==> src/hw/rtl/stq_pkg.sv <==
// ----------------------------------------------------------------------------
// stq_pkg: shared types and constants of the smallest-three quaternion codec
// Holds the fixed field widths, the sqrt2 scale factor and the side payload
// that travels alongside the square-root pipeline.
// ----------------------------------------------------------------------------
`default_nettype none

package stq_pkg;

  localparam int CODE_W  = 10;            // bits per quantized component
  localparam int SAMP_W  = 16;            // bits per Q1.15 sample
  localparam int LANES   = 3;             // components kept in the packed word
  localparam int RAD_W   = 31;            // radicand width, holds 2^30
  localparam int ROOT_W  = 32;            // working root register width
  localparam int ISQ_STEPS = 16;          // one result bit per stage

  // round(sqrt2 * 2^30)
  localparam logic signed [31:0] SQRT2_Q30 = 32'sd1518500250;

  localparam logic KIND_COMPRESS   = 1'b0;
  localparam logic KIND_DECOMPRESS = 1'b1;

  typedef logic [CODE_W-1:0]        code_t;
  typedef logic signed [SAMP_W-1:0] samp_t;

  // Payload that rides along with the radicand through the root pipeline.
  typedef struct packed {
    logic  kind;
    logic [1:0] idx;
    code_t [LANES-1:0] codes;
    samp_t [LANES-1:0] vals;
  } side_t;

endpackage

`default_nettype wire

==> src/hw/rtl/stq_isqrt.sv <==
// ----------------------------------------------------------------------------
// stq_isqrt: pipelined integer square root
// Digit-by-digit root, one result bit per stage, with the side payload
// carried in step. Leaves the floor root and its remainder.
// ----------------------------------------------------------------------------
`default_nettype none

module stq_isqrt (
  input  wire logic                     clk,
  input  wire logic                     rst_n,
  input  wire logic                     in_valid,
  output logic                          in_ready,
  input  wire logic [stq_pkg::RAD_W-1:0] x,
  input  wire stq_pkg::side_t           side_in,
  output logic                          out_valid,
  input  wire logic                     out_ready,
  output logic [stq_pkg::ROOT_W-1:0]    root,
  output logic [stq_pkg::RAD_W-1:0]     rem,
  output stq_pkg::side_t                side_out
);
  import stq_pkg::*;

  logic              v_r    [ISQ_STEPS];
  logic              rdy    [ISQ_STEPS+1];
  logic [RAD_W-1:0]  n_r    [ISQ_STEPS];
  logic [ROOT_W-1:0] r_r    [ISQ_STEPS];
  side_t             side_r [ISQ_STEPS];

  assign rdy[ISQ_STEPS] = out_ready;

  for (genvar k = 0; k < ISQ_STEPS; k++) begin : g_step
    localparam logic [ROOT_W-1:0] BIT = ROOT_W'(1) << (2 * (ISQ_STEPS - 1 - k));
    logic              v_in;
    logic [RAD_W-1:0]  n_in;
    logic [ROOT_W-1:0] r_in;
    side_t             s_in;
    logic [ROOT_W-1:0] trial;
    logic [RAD_W-1:0]  n_nxt;
    logic [ROOT_W-1:0] r_nxt;

    if (k == 0) begin : g_first
      assign v_in = in_valid;
      assign n_in = x;
      assign r_in = '0;
      assign s_in = side_in;
    end else begin : g_next
      assign v_in = v_r[k-1];
      assign n_in = n_r[k-1];
      assign r_in = r_r[k-1];
      assign s_in = side_r[k-1];
    end

    assign rdy[k] = !v_r[k] || rdy[k+1];

    // One subtract-and-compare step of the root.
    always_comb begin
      trial = r_in + BIT;
      if ({1'b0, n_in} >= trial) begin
        n_nxt = n_in - trial[RAD_W-1:0];
        r_nxt = (r_in >> 1) + BIT;
      end else begin
        n_nxt = n_in;
        r_nxt = r_in >> 1;
      end
    end

    always_ff @(posedge clk) begin
      if (!rst_n) begin
        v_r[k] <= 1'b0;
      end else if (rdy[k]) begin
        v_r[k] <= v_in;
      end
    end

    always_ff @(posedge clk) begin
      if (rdy[k]) begin
        n_r[k]    <= n_nxt;
        r_r[k]    <= r_nxt;
        side_r[k] <= s_in;
      end
    end
  end

  assign in_ready  = rdy[0];
  assign out_valid = v_r[ISQ_STEPS-1];
  assign root      = r_r[ISQ_STEPS-1];
  assign rem       = n_r[ISQ_STEPS-1];
  assign side_out  = side_r[ISQ_STEPS-1];

  // The remainder of a floor root never exceeds twice the root.
  a_rem_bound: assert property (@(posedge clk) disable iff (!rst_n)
    out_valid |-> ({1'b0, rem} <= (r_r[ISQ_STEPS-1] << 1)))
    else $error("root remainder out of range");

  // Payload and valid stay together: a stalled last stage holds its root.
  a_hold: assert property (@(posedge clk) disable iff (!rst_n)
    out_valid && !out_ready |=> out_valid && $stable(root) && $stable(rem))
    else $error("root stage lost its result under stall");

  // The first stage can take a request whenever it is empty.
  a_first: assert property (@(posedge clk) disable iff (!rst_n)
    !v_r[0] |-> in_ready)
    else $error("empty root stage refused a request");

endmodule

`default_nettype wire

==> config.mk <==
export PLATFORM = sky130hd
export DESIGN_NAME = stq_isqrt
export DESIGN_NICKNAME = d
export VERILOG_FILES = /design/src/hw/rtl/stq_pkg.sv /design/src/hw/rtl/stq_isqrt.sv
export SDC_FILE = /design/constraint.sdc
export NUM_CORES = 2
export LEC_CHECK = 0
export BUFFER_PORTS_ARGS = -buffer_cell sky130_fd_sc_hd__clkbuf_2
export CELL_PAD_IN_SITES_DETAIL_PLACEMENT = 0
export CELL_PAD_IN_SITES_GLOBAL_PLACEMENT = 2
export CORE_MARGIN = 2
export CORE_UTILIZATION = 25
export CTS_CLUSTER_DIAMETER = 80
export DETAILED_ROUTE_END_ITERATION = 10
export PLACE_DENSITY = 0.46
export REMOVE_ABC_BUFFERS = 1
export SKIP_CTS_REPAIR_TIMING = 1
export SYNTH_ARGS = -nofsm -noshare
export SYNTH_HDL_FRONTEND = slang
export SYNTH_SLANG_ARGS = --single-unit
==> constraint.sdc <==
create_clock -name clk -period 13.2 [get_ports clk]
set_input_delay 1.98 -clock clk [delete_from_list [all_inputs] [get_ports clk]]
set_output_delay 1.98 -clock clk [all_outputs]
set_load 0.02 [all_outputs]
# [Word-level counts from Yosys, hierarchy flattened]
# Memories as Yosys holds them, arrays and structs flattened.
# Cells that the tools add are included.
[word_totals] register_bits=0 ram_bits=2320 out_inout_bits=146 memories=4
[mem_list] memory="side_r" words=16 word_bits=81 read_ports=16 rd_clocked_by_memory_dff=0 wr=16 line_no="stq_isqrt.sv:27" text="side_t side_r [ISQ_STEPS];"
[mem_list] memory="r_r" words=16 word_bits=32 read_ports=16 rd_clocked_by_memory_dff=0 wr=16 line_no="stq_isqrt.sv:26" text="logic [ROOT_W-1:0] r_r [ISQ_STEPS];"
[mem_list] memory="n_r" words=16 word_bits=31 read_ports=16 rd_clocked_by_memory_dff=0 wr=16 line_no="stq_isqrt.sv:25" text="logic [RAD_W-1:0] n_r [ISQ_STEPS];"
[mem_list] memory="v_r" words=16 word_bits=1 read_ports=16 rd_clocked_by_memory_dff=0 wr=16 line_no="stq_isqrt.sv:23" text="logic v_r [ISQ_STEPS];"
[classes] addsub=46 order_cmp=16 muxes=113 bitwise_logic=16 reduce_logical=32
[ops] op="31-bit two-way mux" n=17
[ops] op="31-bit by 32-bit >= comparator with 1-bit output" n=15
[ops] op="32-bit two-way mux" n=15
[ops] op="31-bit subtractor" n=15
[ops] op="1-bit two-way mux" n=81
[ops] op="31-bit by 1-bit adder with 32-bit output (second input constant)" n=1
[ops] op="31-bit by 11-bit adder with 32-bit output (second input constant)" n=1
[ops] op="31-bit by 13-bit adder with 32-bit output (second input constant)" n=1
[ops] op="31-bit by 15-bit adder with 32-bit output (second input constant)" n=1
[ops] op="31-bit by 17-bit adder with 32-bit output (second input constant)" n=1
[ops] op="31-bit by 19-bit adder with 32-bit output (second input constant)" n=1
[ops] op="31-bit by 21-bit adder with 32-bit output (second input constant)" n=1
[ops] op="31-bit by 23-bit adder with 32-bit output (second input constant)" n=1
[ops] op="31-bit by 25-bit adder with 32-bit output (second input constant)" n=1
[ops] op="31-bit by 27-bit adder with 32-bit output (second input constant)" n=1
[ops] op="31-bit by 29-bit adder with 32-bit output (second input constant)" n=1
[ops] op="31-bit by 3-bit adder with 32-bit output (second input constant)" n=1
[ops] op="31-bit by 5-bit adder with 32-bit output (second input constant)" n=1
[ops] op="31-bit by 7-bit adder with 32-bit output (second input constant)" n=1
[ops] op="31-bit by 9-bit adder with 32-bit output (second input constant)" n=1
[ops] op="32-bit by 1-bit adder with 32-bit output (second input constant)" n=1
[ops] op="32-bit by 11-bit adder with 32-bit output (second input constant)" n=1
[ops] op="32-bit by 13-bit adder with 32-bit output (second input constant)" n=1
[ops] op="32-bit by 15-bit adder with 32-bit output (second input constant)" n=1
[ops] op="other kinds (16)" n=61

# [Depth between registers and ports, before layout]
# An unclocked memory read counts as a cell.
[depth] word_depth=22 depth_mapped=12 mapped_depth_nobuf=11

# [Worst setup path after synthesis]
# No wires, ideal clock.
[synth_timing] path_type="in2reg" from="input out_ready" to="memory v_r[3][0] (netlist: v_r[0][3]), data pin" setup_time_ps=289 arrival_time_ps=10275 slack_ps=2637 path_stages=7 path_buffers=0 path_cell_list="nor2b_1 > nand2_1 > nor2_1 > and2_1 > and4_1 > nand4_1 > and3_1"
[synth_lines] element="from (decl)" line_no="stq_isqrt.sv:16" text="input wire logic out_ready,"
[synth_lines] element="to (decl)" line_no="stq_isqrt.sv:23"

==> impl_metrics.tcl <==
set metrics [dict create \
    outcome "completed" \
    ir_worst_vdd_mv 0.103 \
    antenna_found_initial 2 \
    gp_congestion 0.745 \
    pwr-share-comb_pct 13.3 \
    boundaryPins 262 \
    worstSkewPairLatency_ns 0.86 \
    worst_pin_slew_ns 1.11 \
    port_buffers 245 \
    end_kind "output pin" \
    r2r_cells 8 \
    syn_inst 3670 \
    cts_root_buf "clkbuf_16" \
    min_path_type "reg2reg" \
    synthesis.area_um2 69400 \
    synth-async-reset-ratio_pct 0 \
    grt_overflow 0 \
    final.setup.tns_ns 0 \
    power.density_nw_per_um2 196 \
    nFillCells 27300 \
    fmax_ghz 0.141 \
    clock_sinks 1944 \
    switching_share_pct 24.8 \
    first_pass_iters 7 \
    finalMaxSlewViolations 0 \
    drt_iter0_drc 1450 \
    p_int_uw 12100 \
    fin_crit_sh_pct 53.9 \
    grt.total_usage_pct 9.40 \
    most-common-layout-cells "edfxtp_1, clkbuf_2, clkbuf_16" \
    fin_nets 4393 \
    worstPathRequired_ns 11.22 \
    htree_levels 4 \
    hold_ws_ns 0.380 \
    final_area_um2 82300 \
    die_area_um2 282000 \
    grt_max_degree 118 \
    setup_violations 0 \
    drive_gt1_share_pct 14.4 \
    p_switching_uw 4010 \
    routed_wl_mm 132 \
    vias 30800 \
    path_max_fanout 30 \
    arrival_ns 5.13 \
    power_frac_clock_pct 36.3 \
    path_cells "clkbuf_2 > nor2b_1 > nand2_4 > nor2_1 > and2_1 > and4_1 > and3_1 > nand3_4 > clkbuf_2" \
    min_path_cells 0 \
    core_area_um2 276000 \
    hold_viol_final 0 \
    post-route-min-period_ns 7.11 \
    cp_slowest_cell "and4_1" \
    area_growth_pct 18.5 \
    wl_per_cell_um 16.6 \
    synth_enable_flop_cells 1943 \
    rows 193 \
    start_kind "input port" \
    drcViolationCount 0 \
    grt_first_pass_wirelength_mm 203 \
    rsz0062_at_grt "false" \
    dpl_cell_area_um2 75400 \
    die_w_um 531 \
    start_util_pct 25.1 \
    path_clk_slew_ns 0.06 \
    synth_seq_area_share_pct 84.1 \
    viasPerCell 3.85 \
    dp_hpwl_mm 90.3 \
    yosys_warnings 0 \
    syn_avg_cell_area_um2 18.9 \
    ys.flop_type "edfxtp_1" \
    post_synth_num_cell_types 75 \
    antenna_left 0 \
    synth_seq_cells 1944 \
    final_common_cell "edfxtp_1" \
    max_stage_delay_ns 0.59 \
    critical_path_class "in2out" \
    clockBufferDepth 4 \
    p_leak_uw 0.0305 \
    cp_common_cell "clkbuf_2" \
    cts_buffers 216 \
    slew_headroom_pct 26.3 \
    die_h_um 531 \
    seqPwrFrac_pct 50.5 \
    cts_tree "done" \
    grt_pass1_vias 32900 \
    drv_cap 0 \
    skew_ns 0.0712 \
]
[stage by stage]
step	utilization (%)	total power, uW	setup slack [ns]	instances
6_report	29.8	16100	6.09	7988
5_1_grt	29.8	17000	5.75	7987
4_1_cts	29.8	16500	6.02	7986
3_5_place_dp	27.3	10500	6.02	7613
3_3_place_gp	27.3	10500	5.94	7613
2_1_floorplan	-	9670	2.64	3638
[final cells by class]
cell class                      instances  area, um2  share of cell area, %
Antenna cell                            2       5.00                0.00608
Tap cell                             3705       4640                   5.63
Inverter                              192        756                  0.918
Clock buffer                          263       5650                   6.86
Clock inverter                        110       1220                   1.48
Sequential cell                      1944      58400                   70.9
Timing Repair Buffer                  270       1430                   1.73
Multi-Input combinational cell       1502      10200                   12.4
[final timing paths]
| path | slack [ns] | to | start |
|---|---|---|---|
| max reg2reg | 8.59 | n_r[1][19] | v_r[1][7] |
| min | 0.38 | side_r[1][10] | side_r[0][577] |
| max | 6.09 | in_ready | out_ready |
| min reg2reg | 0.38 | side_r[1][10] | side_r[0][577] |
[routing by layer]
layer  up-vias  part of all wire [%]  track usage [%]
met5         -                     0                0
met1     14900                    43             11.4
met2       540                    49             16.2
li1      15000                     -                -
met4         0                   3.8             3.62
met3       286                   4.5             2.10
[Yosys cell counts (all sizes together), types with 29 or more instances]
| library cell | count | area [um2] |
|---|---|---|
| o21a | 29 | 218 |
| a21o | 46 | 345 |
| nor4 | 63 | 394 |
| ha | 150 | 1880 |
| a21oi | 107 | 536 |
| xor2 | 95 | 832 |
| nand3 | 32 | 160 |
| nand2b | 33 | 206 |
| edfxtp | 1943 | 58300 |
| nor3 | 68 | 345 |
| xnor2 | 108 | 946 |
| o21ai | 126 | 634 |
| inv | 192 | 721 |
| nor2 | 153 | 574 |
| nand2 | 181 | 679 |
[worst max-delay path, delay by kind of cell]
kind	cells	cell delay, ns
AND/OR/NAND/NOR	7	2.89
buffers and inverters	2	0.26
[sequential cells by signal (all words and copies together) (netlist names)]
register and count:
side_r 1296, n_r 496, v_r 16, r_r 136
[power groups by stage]
stage	sequential [uW]	combinational [uW]	clock [uW]
6_report	8140	2140	5850
5_1_grt	8240	2440	6350
4_1_cts	8160	2190	6110
3_5_place_dp	8290	2180	0
3_3_place_gp	8290	2190	0
2_1_floorplan	8140	1530	0
[kinds of logic after synthesis]
group / Yosys count / synth area share [%]
AO/OA/AOI/OAI: 428 / 3.91
XOR/XNOR: 203 / 2.56
adder cells (fa/ha/maj): 151 / 2.73
buffers and inverters: 240 / 1.41
flip-flops: 1944 / 84.1
multiplexers: 24 / 0.395
other: 1 / 0.00540
AND/OR/NAND/NOR: 679 / 4.91
(Power assumes the default switching activity.)
