$ cat src/hw/rtl/stq_pkg.sv
// ----------------------------------------------------------------------------
// stq_pkg: shared types and constants of the smallest-three quaternion codec
// Holds the fixed field widths, the sqrt2 scale factor and the side payload
// that travels alongside the square-root pipeline.
// ----------------------------------------------------------------------------
`default_nettype none

package stq_pkg;

  localparam int CODE_W  = 10;            // bits per quantized component
  localparam int SAMP_W  = 16;            // bits per Q1.15 sample
  localparam int LANES   = 3;             // components kept in the packed word
  localparam int RAD_W   = 31;            // radicand width, holds 2^30
  localparam int ROOT_W  = 32;            // working root register width
  localparam int ISQ_STEPS = 16;          // one result bit per stage

  // round(sqrt2 * 2^30)
  localparam logic signed [31:0] SQRT2_Q30 = 32'sd1518500250;

  localparam logic KIND_COMPRESS   = 1'b0;
  localparam logic KIND_DECOMPRESS = 1'b1;

  typedef logic [CODE_W-1:0]        code_t;
  typedef logic signed [SAMP_W-1:0] samp_t;

  // Payload that rides along with the radicand through the root pipeline.
  typedef struct packed {
    logic  kind;
    logic [1:0] idx;
    code_t [LANES-1:0] codes;
    samp_t [LANES-1:0] vals;
  } side_t;

endpackage

`default_nettype wire

$ cat src/hw/rtl/stq_lane.sv
// ----------------------------------------------------------------------------
// stq_lane: one component lane
// Scales one kept component by sqrt2 and turns it into a code (compress), or
// turns a code back into a sample and squares it (decompress). Three stages.
// ----------------------------------------------------------------------------
`default_nettype none

module stq_lane (
  input  wire logic            clk,
  input  wire logic            en2,     // load product stage
  input  wire logic            en3,     // load code / sample stage
  input  wire logic            en4,     // load square stage
  input  wire logic            kind,
  input  wire logic signed [16:0] raw,  // sign-corrected component
  input  wire stq_pkg::code_t  code_in,
  output stq_pkg::code_t       code_out,
  output stq_pkg::samp_t       val_out,
  output logic [31:0]          sq_out
);
  import stq_pkg::*;

  localparam logic signed [49:0] LIM     = 50'sh2000_0000_0000;
  localparam logic        [49:0] Q_HALF  = 50'h8_0000_0000;
  localparam logic signed [49:0] D_HALF  = 50'sh200_0000;

  logic signed [11:0] d;
  logic signed [11:0] dabs;
  logic signed [17:0] op;
  logic signed [49:0] prod_nxt, prod_r;
  logic               kind2_r, neg2_r;
  logic signed [49:0] tc;
  logic        [49:0] qsum;
  logic        [10:0] code_full;
  code_t              code_nxt, code3_r, code4_r;
  logic signed [49:0] rr;
  logic        [14:0] mag;
  samp_t              val_nxt, val3_r, val4_r;
  logic signed [31:0] sq_nxt;
  logic        [31:0] sq_r;

  // Operand select and the sqrt2 multiply.
  always_comb begin
    d    = $signed({1'b0, code_in, 1'b0}) - 12'sd1024;
    dabs = d[11] ? -d : d;
    op   = kind ? {{6{dabs[11]}}, dabs} : {raw[16], raw};
    prod_nxt = op * SQRT2_Q30;
  end

  always_ff @(posedge clk) begin
    if (en2) begin
      prod_r  <= prod_nxt;
      kind2_r <= kind;
      neg2_r  <= d[11];
    end
  end

  // Clamp and round to a code, or round the dequantized magnitude.
  always_comb begin
    tc = prod_r;
    if (tc > LIM) tc = LIM;
    if (tc < -LIM) tc = -LIM;
    qsum = $unsigned(tc + LIM) + Q_HALF;
    code_full = qsum[46:36];
    code_nxt  = code_full[10] ? {CODE_W{1'b1}} : code_full[CODE_W-1:0];
    rr  = prod_r + D_HALF;
    mag = rr[40:26];
    val_nxt = neg2_r ? -$signed({1'b0, mag}) : $signed({1'b0, mag});
    if (kind2_r == KIND_COMPRESS) begin
      val_nxt = '0;
    end
  end

  always_ff @(posedge clk) begin
    if (en3) begin
      code3_r <= code_nxt;
      val3_r  <= val_nxt;
    end
  end

  // Square of the rebuilt sample.
  assign sq_nxt = val3_r * val3_r;

  always_ff @(posedge clk) begin
    if (en4) begin
      code4_r <= code3_r;
      val4_r  <= val3_r;
      sq_r    <= $unsigned(sq_nxt);
    end
  end

  assign code_out = code4_r;
  assign val_out  = val4_r;
  assign sq_out   = sq_r;

endmodule

`default_nettype wire

$ cat config.mk
export PLATFORM = sky130hd
export DESIGN_NAME = stq_lane
export DESIGN_NICKNAME = d
export VERILOG_FILES = /design/src/hw/rtl/stq_pkg.sv /design/src/hw/rtl/stq_lane.sv
export SDC_FILE = /design/constraint.sdc
export NUM_CORES = 1
export LEC_CHECK = 0
export ABC_AREA = 1
export BUFFER_PORTS_ARGS = -buffer_cell sky130_fd_sc_hd__buf_2
export CAP_MARGIN = 20
export CORE_UTILIZATION = 55
export CTS_CLUSTER_DIAMETER = 100
export DETAILED_ROUTE_END_ITERATION = 16
export PLACE_DENSITY_LB_ADDON = 0.12
export SLEW_MARGIN = 20
export SYNTH_ARGS = -nofsm -noshare
export SYNTH_HDL_FRONTEND = slang
export SYNTH_SLANG_ARGS = --single-unit
$ cat constraint.sdc
create_clock -name clk -period 12.4 [get_ports clk]
set_clock_uncertainty 0.15 [all_clocks]
set_input_delay 1.86 -clock clk [delete_from_list [all_inputs] [get_ports clk]]
set_output_delay 1.86 -clock clk [all_outputs]
set_load 0.05 [all_outputs]
; ---- Word-level counts from Yosys, hierarchy flattened
; Cells that the tools add are included.
[word_totals]
wordCells = 25
regBits = 135
input_bits = 32
[classes]
mul = 2
mux = 5
addsub = 6
reduce_logical = 1
order_cmp = 2
[ops]
columns = op, n
row1 = "> comparator 50 x 47 -> 1 bit, second input constant", 1
row2 = "less-than comparator 50 x 46 -> 1 bit, second input constant", 1
row3 = two-way mux 50 bit, 1
row4 = "multiplier 18 x 31 -> 49 bit, second input constant", 1
row5 = "adder 47 x 36 -> 47 bit, second input constant", 1
row6 = "adder 47 bit, second input constant", 1
row7 = two-way mux 47 bit, 1
row8 = "adder 41 x 27 -> 41 bit, second input constant", 1
row9 = multiplier 16 x 16 -> 32 bit, 1
row10 = two-way mux 18 bit, 1
row11 = negator 15 -> 16 bit, 1
row12 = two-way mux 15 bit, 1
row13 = two-way mux 12 bit, 1
row14 = negator 12 bit, 1
row15 = "subtractor 11 x 11 -> 12 bit, second input constant", 1
row16 = AND reduction 2 bit, 1

; ---- Longest topological paths before layout
; Gate-level depths: netlist of the first run.
[logic_depth]
word_depth = 6
ltp_mapped = 36
depth_no_buf = 36

; ---- Worst setup path before layout of the first run
; OpenSTA, ideal clock, no wires.
[synth_timing]
path_kind = input to register
startpoint = in code_in[0]
endpoint = reg prod_r[42], data pin
t_required_ns = 11.991
n_path_buf = 0
t_arrival_ns = 7.612
setup_slack_ns = 4.379
path_stages = 32
path_cell_list = inv_1 -> ha_1 -> nand3_1 -> nor3_1 -> inv_1 -> nor3_1 -> nor2_1 -> or2_2 -> nand3_1 -> o21ai_0 -> ha_1 -> ha_1 -> inv_1 -> fa_1 -> inv_1 -> fa_1 -> fa_1 -> inv_1 -> fa_1 -> inv_1 -> ha_1 -> nand2_1 -> nor2_1 -> nand4_1 -> nor3_1 -> nand2_1 -> nand3_1 -> a21oi_1 -> o21ai_0 -> nand2_1 -> nand2_1 -> xor2_1
[synth_via]
elab_chain_len = 5
[synth_rtl]
columns = item, line
row1 = "start, declared", stq_lane.sv:15  ; input wire stq_pkg::code_t code_in,
row2 = subtractor 11 x 11 -> 12 bit *, stq_lane.sv:43  ; d = $signed({1'b0, code_in, 1'b0}) - 12'sd1024;
row3 = negator 12 bit, stq_lane.sv:44  ; dabs = d[11] ? -d : d;
row4 = two-way mux 12 bit *, stq_lane.sv:44
row5 = two-way mux 18 bit *, stq_lane.sv:45  ; op = kind ? {{6{dabs[11]}}, dabs} : {raw[16], raw};
row6 = multiplier 18 x 31 -> 49 bit *, stq_lane.sv:46  ; prod_nxt = op * SQRT2_Q30;
row7 = net prod_nxt[42], stq_lane.sv:29  ; logic signed [49:0] prod_nxt, prod_r;
row8 = "end signal, assigned", stq_lane.sv:51  ; prod_r <= prod_nxt;
row9 = "end, declared", stq_lane.sv:29
; The timed path passes the listed nets; every way through them passes the cells marked *.
; A chain may end at the register's enable or synchronous reset.

; ---- Final worst setup path of the first run
[layout_timing]
startpoint = in code_in[0]
endpoint = reg prod_r[41], data pin
; Same word-level chain as after synthesis.

==> impl_metrics.json, run 1 <==
{
  "status": "completed",
  "min_path_type": "flop to flop",
  "placedInstanceArea_mm2": 0.0250,
  "overflow": 0,
  "reg2reg_to": "sq_out[25]",
  "die_y_um": 210,
  "num_vias": 17100,
  "cap_violations": 0,
  "start_util_pct": 56.3,
  "cts-root-buf": "clkbuf_16",
  "hold_start": "code3_r[9]",
  "track_usage_pct": 28.6,
  "cts_resized": 0,
  "syn-num-nets": 3351,
  "cts_tree": "built",
  "cp_top_family": "adder cells",
  "synth_top_cell_by_area": "fa_1",
  "fin_crit_sh_pct": 68.6,
  "clk_pin_slew_worst_paths_ns": 0.07,
  "die_area_mm2": 0.0442,
  "whs_endpoint": "code_out[9]",
  "place_ws_ns": 3.39,
  "r2r_slack_ns": 4.71,
  "numCtsBuffers": 17,
  "drtPass1Iterations": 6,
  "fin_tns_setup_ns": 0,
  "top_usage_layer": "met2",
  "cp.buffers_inverters": 7,
  "rr_worst_depth": 21,
  "start_kind": "input port",
  "use_met2_pct": 47.0,
  "clk_path_buf_depth": 2,
  "grt_pass1_wl_um": 95900,
  "synth_async_sr_flop_share_pct": 0,
  "finalHoldViolCount": 0,
  "max_freq_mhz": 118,
  "tightest_slew_ns": 0.988,
  "grt_use_met3_pct": 4.74,
  "slew_viol_final": 0,
  "endpoint_kind": "flop",
  "ios": 90,
  "htree_levels": 4,
  "die-width_um": 210,
  "max-slew-margin-rel_pct": 34.2,
  "portBuffers": 88,
  "gr-usage-met1_pct": 39.2,
  "insertion_delay_ns": 0.46,
  "routed_wl_um": 58900,
  "synth.top_cells.by_count": "inv_1, fa_1, nand2_1",
  "hold_buffers": 0,
  "synthTopCellsByArea": "fa_1, edfxtp_1, ha_1, inv_1, nand2_1",
  "cp_slowest_stage_delay_ns": 0.55,
  "seq_area_frac_synth_pct": 16.7,
  "critical_path_class": "input port to flop",
  "grt_max_degree": 57,
  "rsz0062_at_grt": "no",
  "routabilityCongestion": 0.988,
  "arrival_ns": 8.57,
  "reg2reg_from": "val3_r[9]",
  "synth_cells": 2610,
  "final_nets": 3430,
  "cp_common_cell": "inv_1",
  "rows": 75,
  "startpoint": "code_in[0]",
  "syn2layout_area_growth_pct": 7.18,
  "antenna_left": 0,
  "hold_slack_ns": 0.269,
  "drt-initial-drc-count": 1017,
  "holdPathStages": 0,
  "final_layout_size_suffix_gt1_share_pct": 6.77,
  "setup_viol": 0,
  "dp.final_hpwl_um": 50600,
  "setup_slack_ns": 3.89,
  "synth.distinct_cells": 51,
  "crit_required_ns": 12.46,
  "synth_edf_count": 133,
  "grt_pass1_vias": 18200,
  "n_fill_cell": 3782,
  "drc": 0,
  "ys.flop_type": "edfxtp_1",
  "wire_per_inst_um": 17.9,
  "cpMaxStageDelayCell": "fa_1",
  "period_needed_ns": 8.51,
  "path_max_fanout": 8,
  "clock_sinks": 133,
  "fin_area_mm2": 0.0256,
  "synth.most_common_cell": "inv_1",
  "avgSynthCellArea_um2": 9.15,
  "yosys_warnings": 0,
  "core_area_mm2": 0.0424,
  "synth_area_mm2": 0.0239,
  "synth_top_area_share_pct": 33.1,
  "ys_ff_latch": 133,
  "vias_per_cell": 5.21,
  "antenna_found_initial": 1,
  "cts_setup_buffers": 0
}
==> layout make-up <==
cell class	count	area [µm²]	share of cell area, %
Clock inverter	15	204	0.797
Inverter	734	2760	10.8
Tap cell	577	722	2.82
Clock buffer	17	425	1.66
Timing Repair Buffer	100	531	2.07
Multi-Input combinational cell	1703	17000	66.3
Sequential cell	133	3990	15.6
Antenna cell	1	2.50	0.00978
==> logic make-up after synthesis <==
| kind of cell | synth area share (%) |
|---|---|
| other cells | 0.0157 |
| simple gates | 12.0 |
| fa+ha+maj | 49.6 |
| flops | 16.7 |
| xor+xnor | 4.07 |
| buf+inv | 12.3 |
| compound gates | 5.34 |
==> routing by layer <==
| layer | up-vias | part of all wire [%] |
|---|---|---|
| met4 | 0 | 2.4 |
| met2 | 458 | 47 |
| met1 | 8437 | 45 |
| met5 | - | 0 |
| li1 | 8113 | - |
| met3 | 76 | 5.8 |
==> worst reg2reg max path, delay by kind of cell (launching register included) <==
family                   cells  cell delay, ns
adder cells (fa/ha/maj)      7            3.44
AO/OA/AOI/OAI                4            1.59
flip-flops                   1            0.92
buffers and inverters        5            0.26
XOR/XNOR                     1            0.41
AND/OR/NAND/NOR              4            0.67
==> through the flow <==
| stage | cells | utilization (%) |
|---|---|---|
| CTS | 3279 | 60.3 |
| global route | 3279 | 60.3 |
| floorplan | 2610 | - |
| global placement | 3247 | 58.8 |
| finish | 3280 | 60.3 |
| detailed placement | 3247 | 58.8 |
==> worst max-delay path by stage <==
stage | end | slack [ns] | cells past startpoint
floorplan | prod_r[42] | 4.38 | 32
global placement | prod_r[42] | 3.47 | 30
detailed placement | prod_r[42] | 3.39 | 30
CTS | prod_r[42] | 3.87 | 30
global route | prod_r[41] | 3.31 | 29
finish | prod_r[41] | 3.89 | 29
==> registers in the layout, indices dropped and copies added (netlist names) <==
register / count
prod_r: 49
sq_out: 30
val3_r: 16
val_out: 16
code3_r: 10
code_out: 10
kind2_r: 1
neg2_r: 1
==> layout by cell type, fill, tap and decap left out, types with 3 or more instances in the layout <==
master / Yosys / layout
xnor2_1: 36 / 36
buf_2: 1 / 88
a21oi_1: 110 / 110
a21o_1: 6 / 6
inv_1: 732 / 732
nand3_2: 5 / 5
nand2_4: 3 / 3
o21bai_1: 13 / 13
nor2_2: 6 / 6
inv_6: 0 / 4
nor2_1: 155 / 155
nor4_1: 9 / 9
and2_1: 3 / 3
a21boi_0: 3 / 3
clkinv_8: 0 / 3
buf_4: 2 / 12
edfxtp_1: 133 / 133
nor3_1: 21 / 21
o211ai_1: 4 / 4
ha_1: 314 / 314
nand3_1: 61 / 61
o21ai_0: 63 / 63
or2_2: 11 / 11
nand2_1: 342 / 342
nor2_4: 3 / 3
o21a_1: 7 / 7
fa_1: 395 / 395
clkbuf_16: 0 / 17
nand4_1: 11 / 11
xor2_1: 73 / 73
a31oi_1: 15 / 15
nand2_2: 12 / 12
inv_8: 0 / 4
Power of run 1 is left out: the tool's default activity adds up to more than one toggle a clock period on the data nets, which glitch-free logic cannot reach.
==> run 2, diff against run 1 <==
Settings changed: ABC_AREA 1 to 0.
Clock period 12.4 ns to 8.7 ns, I/O delays scaled along.
==> run 2 against run 1 <==
Effect of this change: critical path depth fell by 4; global-route usage fell by 2.3 points; non-clock buffer count grew 25; highest routed layer unchanged; largest cell class unchanged.
==> impl_metrics.json, run 2 <==
{
  "synth_edf_count": 133,
  "synth.distinct_cells": 67,
  "max_freq_mhz": 122,
  "cp.buffers_inverters": 5,
  "die_area_mm2": 0.0431,
  "antenna_left": 0,
  "cp_slowest_stage_delay_ns": 0.56,
  "routed_wl_um": 53300,
  "fin_crit_sh_pct": 94.6,
  "avgSynthCellArea_um2": 10.2,
  "cp_top_family": "adder cells",
  "start_kind": "input port",
  "n_fill_cell": 3411,
  "cts_resized": 0,
  "yosys_warnings": 0,
  "wire_per_inst_um": 18.2,
  "dp.final_hpwl_um": 45800,
  "cts_tree": "built",
  "clk_pin_slew_worst_paths_ns": 0.06,
  "min_path_type": "flop to flop",
  "grt_pass1_wl_um": 87500,
  "path_max_fanout": 7,
  "path_depth": 25,
  "cpMaxStageDelayCell": "fa_1",
  "ys.flop_type": "edfxtp_1",
  "tightest_slew_ns": 1.06,
  "crit_required_ns": 8.83,
  "die_y_um": 208,
  "die-width_um": 208,
  "setup_viol": 0,
  "numCtsBuffers": 17,
  "finalHoldViolCount": 0,
  "cap_violations": 0,
  "synth_top_area_share_pct": 34.0,
  "synth_area_mm2": 0.0232,
  "syn-num-nets": 3026,
  "portBuffers": 88,
  "cp_common_cell": "fa_1",
  "cts_setup_buffers": 0,
  "track_usage_pct": 26.3,
  "drt-initial-drc-count": 820,
  "status": "completed",
  "synth_async_sr_flop_share_pct": 0,
  "clk_path_buf_depth": 2,
  "num_vias": 15600,
  "start_util_pct": 56.3,
  "overflow": 0,
  "syn2layout_area_growth_pct": 7.63,
  "htree_levels": 4,
  "regMostFlops": "prod_r",
  "period_needed_ns": 8.23,
  "endpoint_kind": "flop",
  "insertion_delay_ns": 0.45,
  "rsz0062_at_grt": "no",
  "synth.top_cells.by_count": "inv_1, fa_1, ha_1",
  "slew_viol_final": 0,
  "synth_top_cell_by_area": "fa_1",
  "mostFrequentLayoutCell": "inv_1",
  "grt_pass1_vias": 17000,
  "synthTopCellsByArea": "fa_1, edfxtp_1, ha_1, inv_1, xnor2_1",
  "synth_cells": 2285,
  "seq_area_frac_synth_pct": 17.2,
  "holdPathStages": 0,
  "final_nets": 3125,
  "rr_worst_depth": 19,
  "cts-root-buf": "clkbuf_16",
  "drc": 0,
  "max-slew-margin-rel_pct": 28.4,
  "arrival_ns": 8.35,
  "critical_path_class": "input port to flop",
  "synth.most_common_cell": "inv_1",
  "clock_sinks": 133,
  "routabilityCongestion": 0.913,
  "mostFrequentLayoutCells": "inv_1, fa_1, ha_1",
  "fin_tns_setup_ns": 0,
  "ys_ff_latch": 133,
  "rows": 74,
  "final_layout_size_suffix_gt1_share_pct": 7.38,
  "ios": 90,
  "core_area_mm2": 0.0413,
  "antenna_found_initial": 0,
  "grt_max_degree": 57,
  "hold_buffers": 0,
  "drtPass1Iterations": 5,
  "vias_per_cell": 5.32,
  "largest_register_ff_count": 49
}
==> run 2: cell count changes in the layout (fill, tap and decap cells not counted), moves of 14 or more <==
cell | before | now
nor2_1 | 155 | 97
and2_1 | 3 | 75
o21ai_0 | 63 | 48
buf_4 | 12 | 38
xor2_1 | 73 | 42
inv_1 | 732 | 562
nand2_1 | 342 | 120
nor2b_1 | 0 | 14
a21oi_1 | 110 | 73
xnor2_1 | 36 | 79
nand3_1 | 61 | 22
nand2b_1 | 0 | 21
a21o_1 | 6 | 46
==> run 2: cell type report <==
cell class | count | area (µm²) | share of cell area [%]
inverter | 562 | 2110 | 8.43
multi-input combinational | 1545 | 17000 | 67.8
sequential | 133 | 3990 | 16.0
tap | 532 | 666 | 2.66
clock inverter | 15 | 139 | 0.555
antenna | 1 | 2.50 | 0.0100
clock buffer | 17 | 425 | 1.70
timing repair buffer | 125 | 721 | 2.88
==> run 2: cell families after synthesis <==
| kind of cell | share of synthesized area, % |
|---|---|
| compound gates | 7.77 |
| xor+xnor | 4.56 |
| fa+ha+maj | 50.9 |
| buf+inv | 9.85 |
| flops | 17.2 |
| mux | 0.307 |
| other cells | 0.0161 |
| simple gates | 9.41 |
==> run 2: metal layers <==
layer,wire (µm),GRT usage (%)
met1,22000,31.3
met2,27800,48.3
met3,1380,2.75
met4,2110,11.2
met5,0,0
==> run 2: worst paths after layout <==
check,startpoint,end,slack [ns]
worst min-delay path,code3_r[9],code_out[9],0.27
worst min register to register,code3_r[9],code_out[9],0.27
worst max register to register,val3_r[8],sq_out[24],1.38
worst max-delay path,code_in[0],prod_r[49],0.47
==> run 2: per-stage QoR <==
step	instances	worst slack, ns	hold slack, ns	util, %	cell area (µm²)
after global routing	2929	0.0628	0.277	60.6	25000
after detailed placement	2897	0.0726	0.256	59.2	24500
after floorplan	2285	0.495	0.250	-	23200
final	2930	0.471	0.273	60.6	25000
after CTS	2929	0.543	0.274	60.6	25000
after global placement	2897	0.242	0.256	59.2	24500
Power of run 2 is left out for the same reason.
